### src/rtl/assert_macros.svh
// ----------------------------------------------------------------------------
// assert_macros.svh
// Shared concurrent assertion macros, reset-qualified on an active-low reset.
// ----------------------------------------------------------------------------
`ifndef ASSERT_MACROS_SVH
`define ASSERT_MACROS_SVH

// Antecedent in a cycle implies consequent in the same cycle.
`define KVAT_ASSERT_IMPL(label, clk, rst_n, ante, cons, msg) \
  label: assert property (@(posedge clk) disable iff (!rst_n) (ante) |-> (cons)) \
    else $error(msg);

// Antecedent in a cycle implies consequent in the next cycle.
`define KVAT_ASSERT_NEXT(label, clk, rst_n, ante, cons, msg) \
  label: assert property (@(posedge clk) disable iff (!rst_n) (ante) |=> (cons)) \
    else $error(msg);

`endif

### src/rtl/kvat_pkg.sv
// ----------------------------------------------------------------------------
// kvat_pkg
// Token kinds, character codes and byte classes of the key=value tokenizer.
// ----------------------------------------------------------------------------
package kvat_pkg;

  typedef enum logic [2:0] {
    KIND_KEY      = 3'd0,
    KIND_VALUE    = 3'd1,
    KIND_PAIR_END = 3'd2,
    KIND_END_OK   = 3'd3,
    KIND_END_ERR  = 3'd4
  } token_kind_e;

  localparam logic [7:0] CharEquals = 8'h3D;
  localparam logic [7:0] CharSquote = 8'h27;
  localparam logic [7:0] CharDquote = 8'h22;
  localparam logic [7:0] CharSpace  = 8'h20;
  localparam logic [7:0] CharTab    = 8'h09;
  localparam logic [7:0] CharCr     = 8'h0D;

  // Results one input word can cause: a byte token, a pair end, a final end.
  localparam int unsigned MaxResults = 3;

  function automatic logic is_ws(input logic [7:0] c);
    return (c == CharSpace) || ((c >= CharTab) && (c <= CharCr));
  endfunction

endpackage

### src/rtl/key_value_arg_tokenizer_core.sv
// ----------------------------------------------------------------------------
// key_value_arg_tokenizer_core
// Output: the first result of an input word is shown in the cycle after accept.
// Throughput: one word per cycle while the result port does not stall and each
// word yields at most one result; else the input waits for the last result.
// Reset: asynchronous, active low; parser returns to between pairs, no error.
// ----------------------------------------------------------------------------
`include "assert_macros.svh"

module key_value_arg_tokenizer_core import kvat_pkg::*; (
  input  logic       clk_i,
  input  logic       rst_ni,
  // input word channel
  input  logic       in_valid_i,
  output logic       in_stall_o,
  input  logic [7:0] char_in_i,
  input  logic       end_of_string_i,
  // result word channel
  output logic       out_valid_o,
  input  logic       out_stall_i,
  output logic [2:0] token_kind_o,
  output logic [7:0] token_byte_o,
  output logic       run_last_o
);

  // Parser mode, carried from one input word to the next.
  typedef enum logic [2:0] {
    MODE_BETWEEN  = 3'd0,
    MODE_KEY      = 3'd1,
    MODE_AFTER_EQ = 3'd2,
    MODE_BARE     = 3'd3,
    MODE_DQUOTE   = 3'd4,
    MODE_SQUOTE   = 3'd5
  } mode_e;

  mode_e mode_q, mode_d;
  logic  err_q, err_d;

  // Result group: the results of one input word, slot 0 shown on the port.
  // A result word taken with no new word accepted shifts the group down by one.
  token_kind_e grp_kind_q [MaxResults];
  token_kind_e grp_kind_d [MaxResults];
  logic [7:0]  grp_byte_q [MaxResults];
  logic [7:0]  grp_byte_d [MaxResults];
  logic [1:0]  grp_cnt_q, grp_cnt_d;

  // Results computed for the word on the input port.
  token_kind_e new_kind [MaxResults];
  logic [7:0]  new_byte [MaxResults];
  logic [1:0]  new_cnt;

  logic in_acc, out_take;

  // Accept a new word when the group is empty or its last result leaves now.
  assign in_stall_o = (grp_cnt_q > 2'd1) || ((grp_cnt_q == 2'd1) && out_stall_i);
  assign in_acc     = in_valid_i && !in_stall_o;

  assign out_valid_o  = (grp_cnt_q != 2'd0);
  assign out_take     = out_valid_o && !out_stall_i;
  assign token_kind_o = grp_kind_q[0];
  assign token_byte_o = grp_byte_q[0];
  assign run_last_o   = (grp_cnt_q == 2'd1);

  // --------------------------------------------------------------------------
  // Parse step: byte handling first, then the end-of-string rule. Results
  // are packed into the new group in order; new_cnt counts them.
  // --------------------------------------------------------------------------
  always_comb begin
    mode_d  = mode_q;
    err_d   = err_q;
    new_cnt = 2'd0;
    for (int i = 0; i < MaxResults; i++) begin
      new_kind[i] = KIND_END_OK;
      new_byte[i] = 8'h00;
    end

    // A sticky error swallows every byte of the string.
    if (!err_q) begin
      unique case (mode_q)
        MODE_KEY: begin
          if (char_in_i == CharEquals) begin
            mode_d = MODE_AFTER_EQ;
          end else begin
            new_kind[new_cnt] = KIND_KEY;
            new_byte[new_cnt] = char_in_i;
            new_cnt           = new_cnt + 2'd1;
          end
        end
        MODE_AFTER_EQ: begin
          if (char_in_i == CharSquote) begin
            mode_d = MODE_SQUOTE;
          end else if (char_in_i == CharDquote) begin
            mode_d = MODE_DQUOTE;
          end else if (is_ws(char_in_i)) begin
            // Whitespace right after '=' closes an empty value.
            new_kind[new_cnt] = KIND_PAIR_END;
            new_cnt           = new_cnt + 2'd1;
            mode_d            = MODE_BETWEEN;
          end else begin
            new_kind[new_cnt] = KIND_VALUE;
            new_byte[new_cnt] = char_in_i;
            new_cnt           = new_cnt + 2'd1;
            mode_d            = MODE_BARE;
          end
        end
        MODE_BARE: begin
          if (is_ws(char_in_i)) begin
            new_kind[new_cnt] = KIND_PAIR_END;
            new_cnt           = new_cnt + 2'd1;
            mode_d            = MODE_BETWEEN;
          end else begin
            new_kind[new_cnt] = KIND_VALUE;
            new_byte[new_cnt] = char_in_i;
            new_cnt           = new_cnt + 2'd1;
          end
        end
        MODE_DQUOTE, MODE_SQUOTE: begin
          // Closing quote matches the opening one; the quote is not emitted.
          if ((mode_q == MODE_DQUOTE && char_in_i == CharDquote) ||
              (mode_q == MODE_SQUOTE && char_in_i == CharSquote)) begin
            new_kind[new_cnt] = KIND_PAIR_END;
            new_cnt           = new_cnt + 2'd1;
            mode_d            = MODE_BETWEEN;
          end else begin
            new_kind[new_cnt] = KIND_VALUE;
            new_byte[new_cnt] = char_in_i;
            new_cnt           = new_cnt + 2'd1;
          end
        end
        default: begin
          // Between pairs; unused mode codes behave the same way.
          if (char_in_i == CharEquals) begin
            err_d = 1'b1;
          end else if (!is_ws(char_in_i)) begin
            new_kind[new_cnt] = KIND_KEY;
            new_byte[new_cnt] = char_in_i;
            new_cnt           = new_cnt + 2'd1;
            mode_d            = MODE_KEY;
          end else begin
            mode_d = MODE_BETWEEN;
          end
        end
      endcase
    end

    // End rule: close an open bare or empty value, flag an open key or quote.
    if (end_of_string_i) begin
      if (!err_d) begin
        if (mode_d == MODE_AFTER_EQ || mode_d == MODE_BARE) begin
          new_kind[new_cnt] = KIND_PAIR_END;
          new_cnt           = new_cnt + 2'd1;
        end else if (mode_d == MODE_KEY || mode_d == MODE_DQUOTE ||
                     mode_d == MODE_SQUOTE) begin
          err_d = 1'b1;
        end
      end
      new_kind[new_cnt] = err_d ? KIND_END_ERR : KIND_END_OK;
      new_cnt           = new_cnt + 2'd1;
      mode_d            = MODE_BETWEEN;
      err_d             = 1'b0;
    end
  end

  // --------------------------------------------------------------------------
  // Result group next value: load on accept, else shift on take.
  // --------------------------------------------------------------------------
  always_comb begin
    grp_cnt_d = grp_cnt_q;
    for (int i = 0; i < MaxResults; i++) begin
      grp_kind_d[i] = grp_kind_q[i];
      grp_byte_d[i] = grp_byte_q[i];
    end
    if (in_acc) begin
      grp_cnt_d = new_cnt;
      for (int i = 0; i < MaxResults; i++) begin
        grp_kind_d[i] = new_kind[i];
        grp_byte_d[i] = new_byte[i];
      end
    end else if (out_take) begin
      grp_cnt_d = grp_cnt_q - 2'd1;
      for (int i = 0; i < MaxResults - 1; i++) begin
        grp_kind_d[i] = grp_kind_q[i + 1];
        grp_byte_d[i] = grp_byte_q[i + 1];
      end
    end
  end

  // Control state, reset.
  always_ff @(posedge clk_i or negedge rst_ni) begin
    if (!rst_ni) begin
      mode_q    <= MODE_BETWEEN;
      err_q     <= 1'b0;
      grp_cnt_q <= 2'd0;
    end else begin
      grp_cnt_q <= grp_cnt_d;
      if (in_acc) begin
        mode_q <= mode_d;
        err_q  <= err_d;
      end
    end
  end

  // Result payload, no reset.
  always_ff @(posedge clk_i) begin
    grp_kind_q <= grp_kind_d;
    grp_byte_q <= grp_byte_d;
  end

  // --------------------------------------------------------------------------
  // Assertions
  // --------------------------------------------------------------------------
  `KVAT_ASSERT_IMPL(a_end_is_last, clk_i, rst_ni,
    out_valid_o && (token_kind_o == KIND_END_OK || token_kind_o == KIND_END_ERR),
    run_last_o, "end token is not the last result of its word")
  `KVAT_ASSERT_IMPL(a_mark_byte_zero, clk_i, rst_ni,
    out_valid_o && (token_kind_o == KIND_PAIR_END || token_kind_o == KIND_END_OK ||
                    token_kind_o == KIND_END_ERR),
    token_byte_o == 8'h00, "marker token carries a nonzero byte")
  `KVAT_ASSERT_NEXT(a_end_resets, clk_i, rst_ni,
    in_acc && end_of_string_i,
    (mode_q == MODE_BETWEEN) && !err_q && out_valid_o,
    "parser not back to reset state after end of string")

endmodule
### config.mk
export PLATFORM = sky130hd
export DESIGN_NAME = key_value_arg_tokenizer_core
export DESIGN_NICKNAME = d
export VERILOG_FILES = /design/src/rtl/kvat_pkg.sv /design/src/rtl/key_value_arg_tokenizer_core.sv
export VERILOG_INCLUDE_DIRS = /design/src /design/src/rtl
export SDC_FILE = /design/constraint.sdc
export NUM_CORES = 1
export LEC_CHECK = 0
export BUFFER_PORTS_ARGS = -buffer_cell sky130_fd_sc_hd__buf_2
export CORE_UTILIZATION = 25
export DETAILED_ROUTE_END_ITERATION = 10
export PLACE_DENSITY_LB_ADDON = 0.3
export SKIP_LAST_GASP = 1
export SLEW_MARGIN = 20
export SYNTH_ARGS = -nofsm -noshare
export SYNTH_HDL_FRONTEND = slang
export SYNTH_SLANG_ARGS = --single-unit
### constraint.sdc
create_clock -name clk_i -period 2.9 [get_ports clk_i]
set_clock_uncertainty 0.15 [all_clocks]
set_input_delay 0.145 -clock clk_i [delete_from_list [all_inputs] [get_ports clk_i]]
set_output_delay 0.145 -clock clk_i [all_outputs]
set_load 0.01 [all_outputs]
==> run_summary.xml <==
<?xml version="1.0" encoding="UTF-8"?>
<metrics>
  <group name="global_routing">
    <metric name="total_congestion_overflow_after_global_routing" unit="">0</metric>
    <metric name="gr-usage-all-layers" unit="%">12.57</metric>
    <metric name="grt_max_degree" unit="">15</metric>
    <metric name="grt_pass1_wl" unit="µm">6548</metric>
    <metric name="antenna_found_initial" unit="">0</metric>
    <metric name="grt_pass1_vias" unit="">1410</metric>
  </group>
  <group name="final_layout">
    <metric name="area_growth_syn_to_layout" unit="%">42.81</metric>
    <metric name="post_route_cells_drive_above_1_share" unit="%">42.67</metric>
    <metric name="num-nets-final" unit="">252</metric>
    <metric name="n_antenna_cell" unit="">0</metric>
  </group>
  <group name="worst_setup_path">
    <metric name="critical_path_data_arrival_time" unit="ns">2.65</metric>
    <metric name="timing.critical_path.fanout_max" unit="">8</metric>
    <metric name="timing.critical_path.cells" unit="">and4b_1 -&gt; o2111ai_2 -&gt; nand3_1 -&gt; o221a_2 -&gt; a21boi_2 -&gt; ha_1 -&gt; and2_4 -&gt; ha_1 -&gt; buf_4 -&gt; a32o_1</metric>
    <metric name="critPathRequiredTime" unit="ns">2.78</metric>
    <metric name="critPathCaptureType" unit="">register</metric>
    <metric name="worstReg2RegStart" unit="">mode_q[0]</metric>
    <metric name="timing.setup.critical_path_class" unit="">reg2reg</metric>
    <metric name="cp_slowest_cell" unit="">sky130_fd_sc_hd__dfrtp_2</metric>
    <metric name="cp_common_cell" unit="">sky130_fd_sc_hd__ha_1</metric>
    <metric name="critical_path.reg2reg.endpoint" unit="">grp_kind_q[5]</metric>
    <metric name="reg2reg_depth" unit="">10</metric>
    <metric name="reg2reg_setup_slack" unit="ns">0.13</metric>
    <metric name="critical-path-max-stage-delay" unit="ns">0.50</metric>
    <metric name="setup.worst_path.start_class" unit="">register</metric>
  </group>
  <group name="pwr">
    <metric name="leakagePower" unit="nW">1.004</metric>
    <metric name="ir_drop" unit="V">0.0002652</metric>
    <metric name="powerDensity" unit="nW/µm²">585.6</metric>
  </group>
  <group name="sta">
    <metric name="final_max_slew_viol_count" unit="">0</metric>
    <metric name="final.period_utilization" unit="%">95.48</metric>
    <metric name="worst_hold_slack" unit="ns">0.06888</metric>
    <metric name="rsz0062_at_grt" unit="">yes</metric>
    <metric name="highest_clock_frequency_the_design_can_meet" unit="GHz">0.3611</metric>
    <metric name="hold_viol_final" unit="">0</metric>
    <metric name="final_critical_path_required_period" unit="ns">2.769</metric>
    <metric name="setup-violations-final" unit="">0</metric>
    <metric name="slew_headroom" unit="%">69.59</metric>
    <metric name="totalNegativeSetupSlack" unit="ns">0</metric>
    <metric name="worst-slew-pin-transition" unit="ns">0.4491</metric>
  </group>
  <group name="cts">
    <metric name="tritoncts.num_buffers" unit="">3</metric>
    <metric name="clock_sinks" unit="">22</metric>
    <metric name="cts-htree-levels" unit="">1</metric>
    <metric name="clk_pin_slew" unit="ns">0.09</metric>
    <metric name="deepest_clock_path_buffer_count" unit="">2</metric>
    <metric name="clock-root-buffer" unit="">sky130_fd_sc_hd__clkbuf_8</metric>
    <metric name="cts_tree" unit="">built</metric>
    <metric name="worstSkewPairLatency" unit="ns">0.26</metric>
  </group>
  <group name="place">
    <metric name="post_dp_hpwl" unit="µm">3116</metric>
    <metric name="port_buffers" unit="">26</metric>
    <metric name="routabilityCongestion" unit="">0.8505</metric>
  </group>
  <group name="synthesis">
    <metric name="synth-async-reset-ratio" unit="%">27.27</metric>
    <metric name="synth_sequential_area_ratio" unit="%">39.37</metric>
    <metric name="post_synth_num_cell_types" unit="">56</metric>
    <metric name="synth_enable_flop_cells" unit="">16</metric>
    <metric name="ys_seq_elements" unit="">22</metric>
    <metric name="synth_top_area_share" unit="%">30.00</metric>
    <metric name="synth_area_leaders" unit="">sky130_fd_sc_hd__edfxtp_1 (30%), sky130_fd_sc_hd__dfrtp_1 (9.4%), sky130_fd_sc_hd__ha_1 (4.7%), sky130_fd_sc_hd__inv_1 (4.0%), sky130_fd_sc_hd__nand2_1 (3.0%)</metric>
    <metric name="synth_ff_type" unit="">sky130_fd_sc_hd__edfxtp_1</metric>
    <metric name="synth.cell_area" unit="µm²">1602</metric>
    <metric name="synth_most_common_cell" unit="">sky130_fd_sc_hd__inv_1</metric>
    <metric name="yosys.area.top_type" unit="">sky130_fd_sc_hd__edfxtp_1</metric>
    <metric name="mapped_nets" unit="">188</metric>
    <metric name="avgSynthCellArea" unit="µm²">9.477</metric>
    <metric name="yosys_warnings" unit="">0</metric>
    <metric name="post_synth_inst_count" unit="">169</metric>
    <metric name="netlist_top_cells_count" unit="">sky130_fd_sc_hd__inv_1 (17), sky130_fd_sc_hd__edfxtp_1 (16), sky130_fd_sc_hd__nand2_1 (13)</metric>
  </group>
  <group name="floorplan">
    <metric name="ios" unit="">27</metric>
    <metric name="chipHeight" unit="µm">82.04</metric>
    <metric name="die-area" unit="µm²">6731</metric>
    <metric name="coreArea" unit="µm²">6061</metric>
    <metric name="floorplan.die.width" unit="µm">82.04</metric>
    <metric name="initial_utilization" unit="%">26.42</metric>
    <metric name="floorplan.rows" unit="">28</metric>
  </group>
  <group name="routing">
    <metric name="routed_wl" unit="µm">3964</metric>
    <metric name="drt-vias-per-instance" unit="">4.941</metric>
    <metric name="avgRoutedWirePerCell" unit="µm">12.91</metric>
    <metric name="vias" unit="">1517</metric>
    <metric name="post-route-drc-count" unit="">0</metric>
    <metric name="antenna_violating_nets_post_route" unit="">0</metric>
    <metric name="drt-initial-drc-count" unit="">166</metric>
    <metric name="detailedRoute.firstPassIterationCount" unit="">4</metric>
  </group>
  <group name="run">
    <metric name="max_capacitance_violation_count" unit="">0</metric>
  </group>
  <group name="run_status">
    <metric name="status" unit="">finished, final reports clean</metric>
  </group>
  <group name="min_path">
    <metric name="worst_hold_path_type" unit="">in2async</metric>
  </group>
</metrics>
[area by class of cell]
type	count	area, µm²
Clock buffer	4	55.05
Fill cell	617	3774
Inverter	17	66.31
Multi-Input combinational cell	118	953.4
Sequential cell	22	631.9
Tap cell	75	93.84
Timing Repair Buffer	71	486.7
[cells in the final DEF, fill, tap and decap left out, types with 2 or more instances in the layout]
master / n
sky130_fd_sc_hd__and3_1: 4
sky130_fd_sc_hd__edfxtp_1: 16
sky130_fd_sc_hd__nor3_1: 2
sky130_fd_sc_hd__mux2i_1: 3
sky130_fd_sc_hd__o21ai_0: 3
sky130_fd_sc_hd__and2_4: 2
sky130_fd_sc_hd__a41o_1: 2
sky130_fd_sc_hd__and4b_1: 2
sky130_fd_sc_hd__a32o_1: 2
sky130_fd_sc_hd__inv_1: 16
sky130_fd_sc_hd__nand3_1: 3
sky130_fd_sc_hd__o31ai_1: 2
sky130_fd_sc_hd__nor2_1: 9
sky130_fd_sc_hd__nand2_1: 13
sky130_fd_sc_hd__dfrtp_1: 5
sky130_fd_sc_hd__a21oi_1: 5
sky130_fd_sc_hd__a31oi_1: 4
sky130_fd_sc_hd__buf_2: 26
sky130_fd_sc_hd__and2_1: 6
sky130_fd_sc_hd__clkbuf_8: 4
sky130_fd_sc_hd__o22ai_1: 3
sky130_fd_sc_hd__and3b_1: 2
sky130_fd_sc_hd__buf_4: 42
sky130_fd_sc_hd__nand2b_1: 3
sky130_fd_sc_hd__ha_1: 5
sky130_fd_sc_hd__o211ai_1: 3
[routing by layer]
metal | vias up | global-route usage [%] | routed length [µm]
met2 | 39 | 20.25 | 1836
met5 | - | 0 | 0
met4 | 0 | 3.158 | 25
met3 | 2 | 2.111 | 178
met1 | 715 | 17.27 | 1925
li1 | 761 | - | -
[per-stage QoR]
stage	worst slack (ns)	instances	area (µm²)	utilization, %	total power [mW]
after floorplan	0.03021	169	1625	-	0.8939
after global placement	-0.1123	299	2108	34.79	1.083
after detailed placement	-0.1452	299	2108	34.79	1.086
after CTS	0.006285	304	2175	35.88	1.316
after global routing	-0.01846	307	2287	37.74	1.450
final	0.1311	307	2287	37.74	1.339
[how the worst max path moves through the flow]
stage / startpoint / end / cells past startpoint
finish: mode_q[0] / grp_kind_q[5] / 10
global placement: char_in_i[4] / token_kind_o[1] / 13
detailed placement: char_in_i[4] / token_kind_o[1] / 13
global route: mode_q[0] / grp_kind_q[3] / 10
floorplan: char_in_i[4] / token_kind_o[1] / 12
CTS: mode_q[0] / token_kind_o[1] / 12
[sequential cells by signal, indices dropped and copies added (netlist names)]
register	flops
token_byte_o	8
grp_kind_q	5
mode_q	3
token_kind_o	3
grp_cnt_q	2
err_q	1
[worst max-delay path, delay by kind of cell (launching register included)]
family	cells	cell delay [ns]
compound gates	4	0.71
fa+ha+maj	2	0.49
buf+inv	1	0.15
flops	1	0.50
simple gates	3	0.51
[repair_timing]
action | 4_1_cts | 5_1_grt
hold buffers | 1 | 0
endpoints found under the setup margin | 4 | 8
setup buffers | 0 | 3
hold endpoints to repair | 6 | 0
pin swaps | 0 | 10
resized for setup | 2 | 19
[report_power, final]
part,switching [mW],internal [mW],leakage [nW]
clock,0.105,0.121,0.0288
sequential,0.0458,0.480,0.231
combinational,0.327,0.261,0.744
[cells by family after synthesis]
kind of cell / count (synthesis) / share of synthesized area [%]
muxes: 5 / 3.281
xor gates and xnor gates: 2 / 1.094
DFF: 22 / 39.37
adders and majority gates: 6 / 4.687
buffers and inverters: 29 / 7.812
and+or+nand+nor: 60 / 21.80
AOI/OAI and AO/OA: 45 / 21.95
Power figures use the tool's default switching activity.
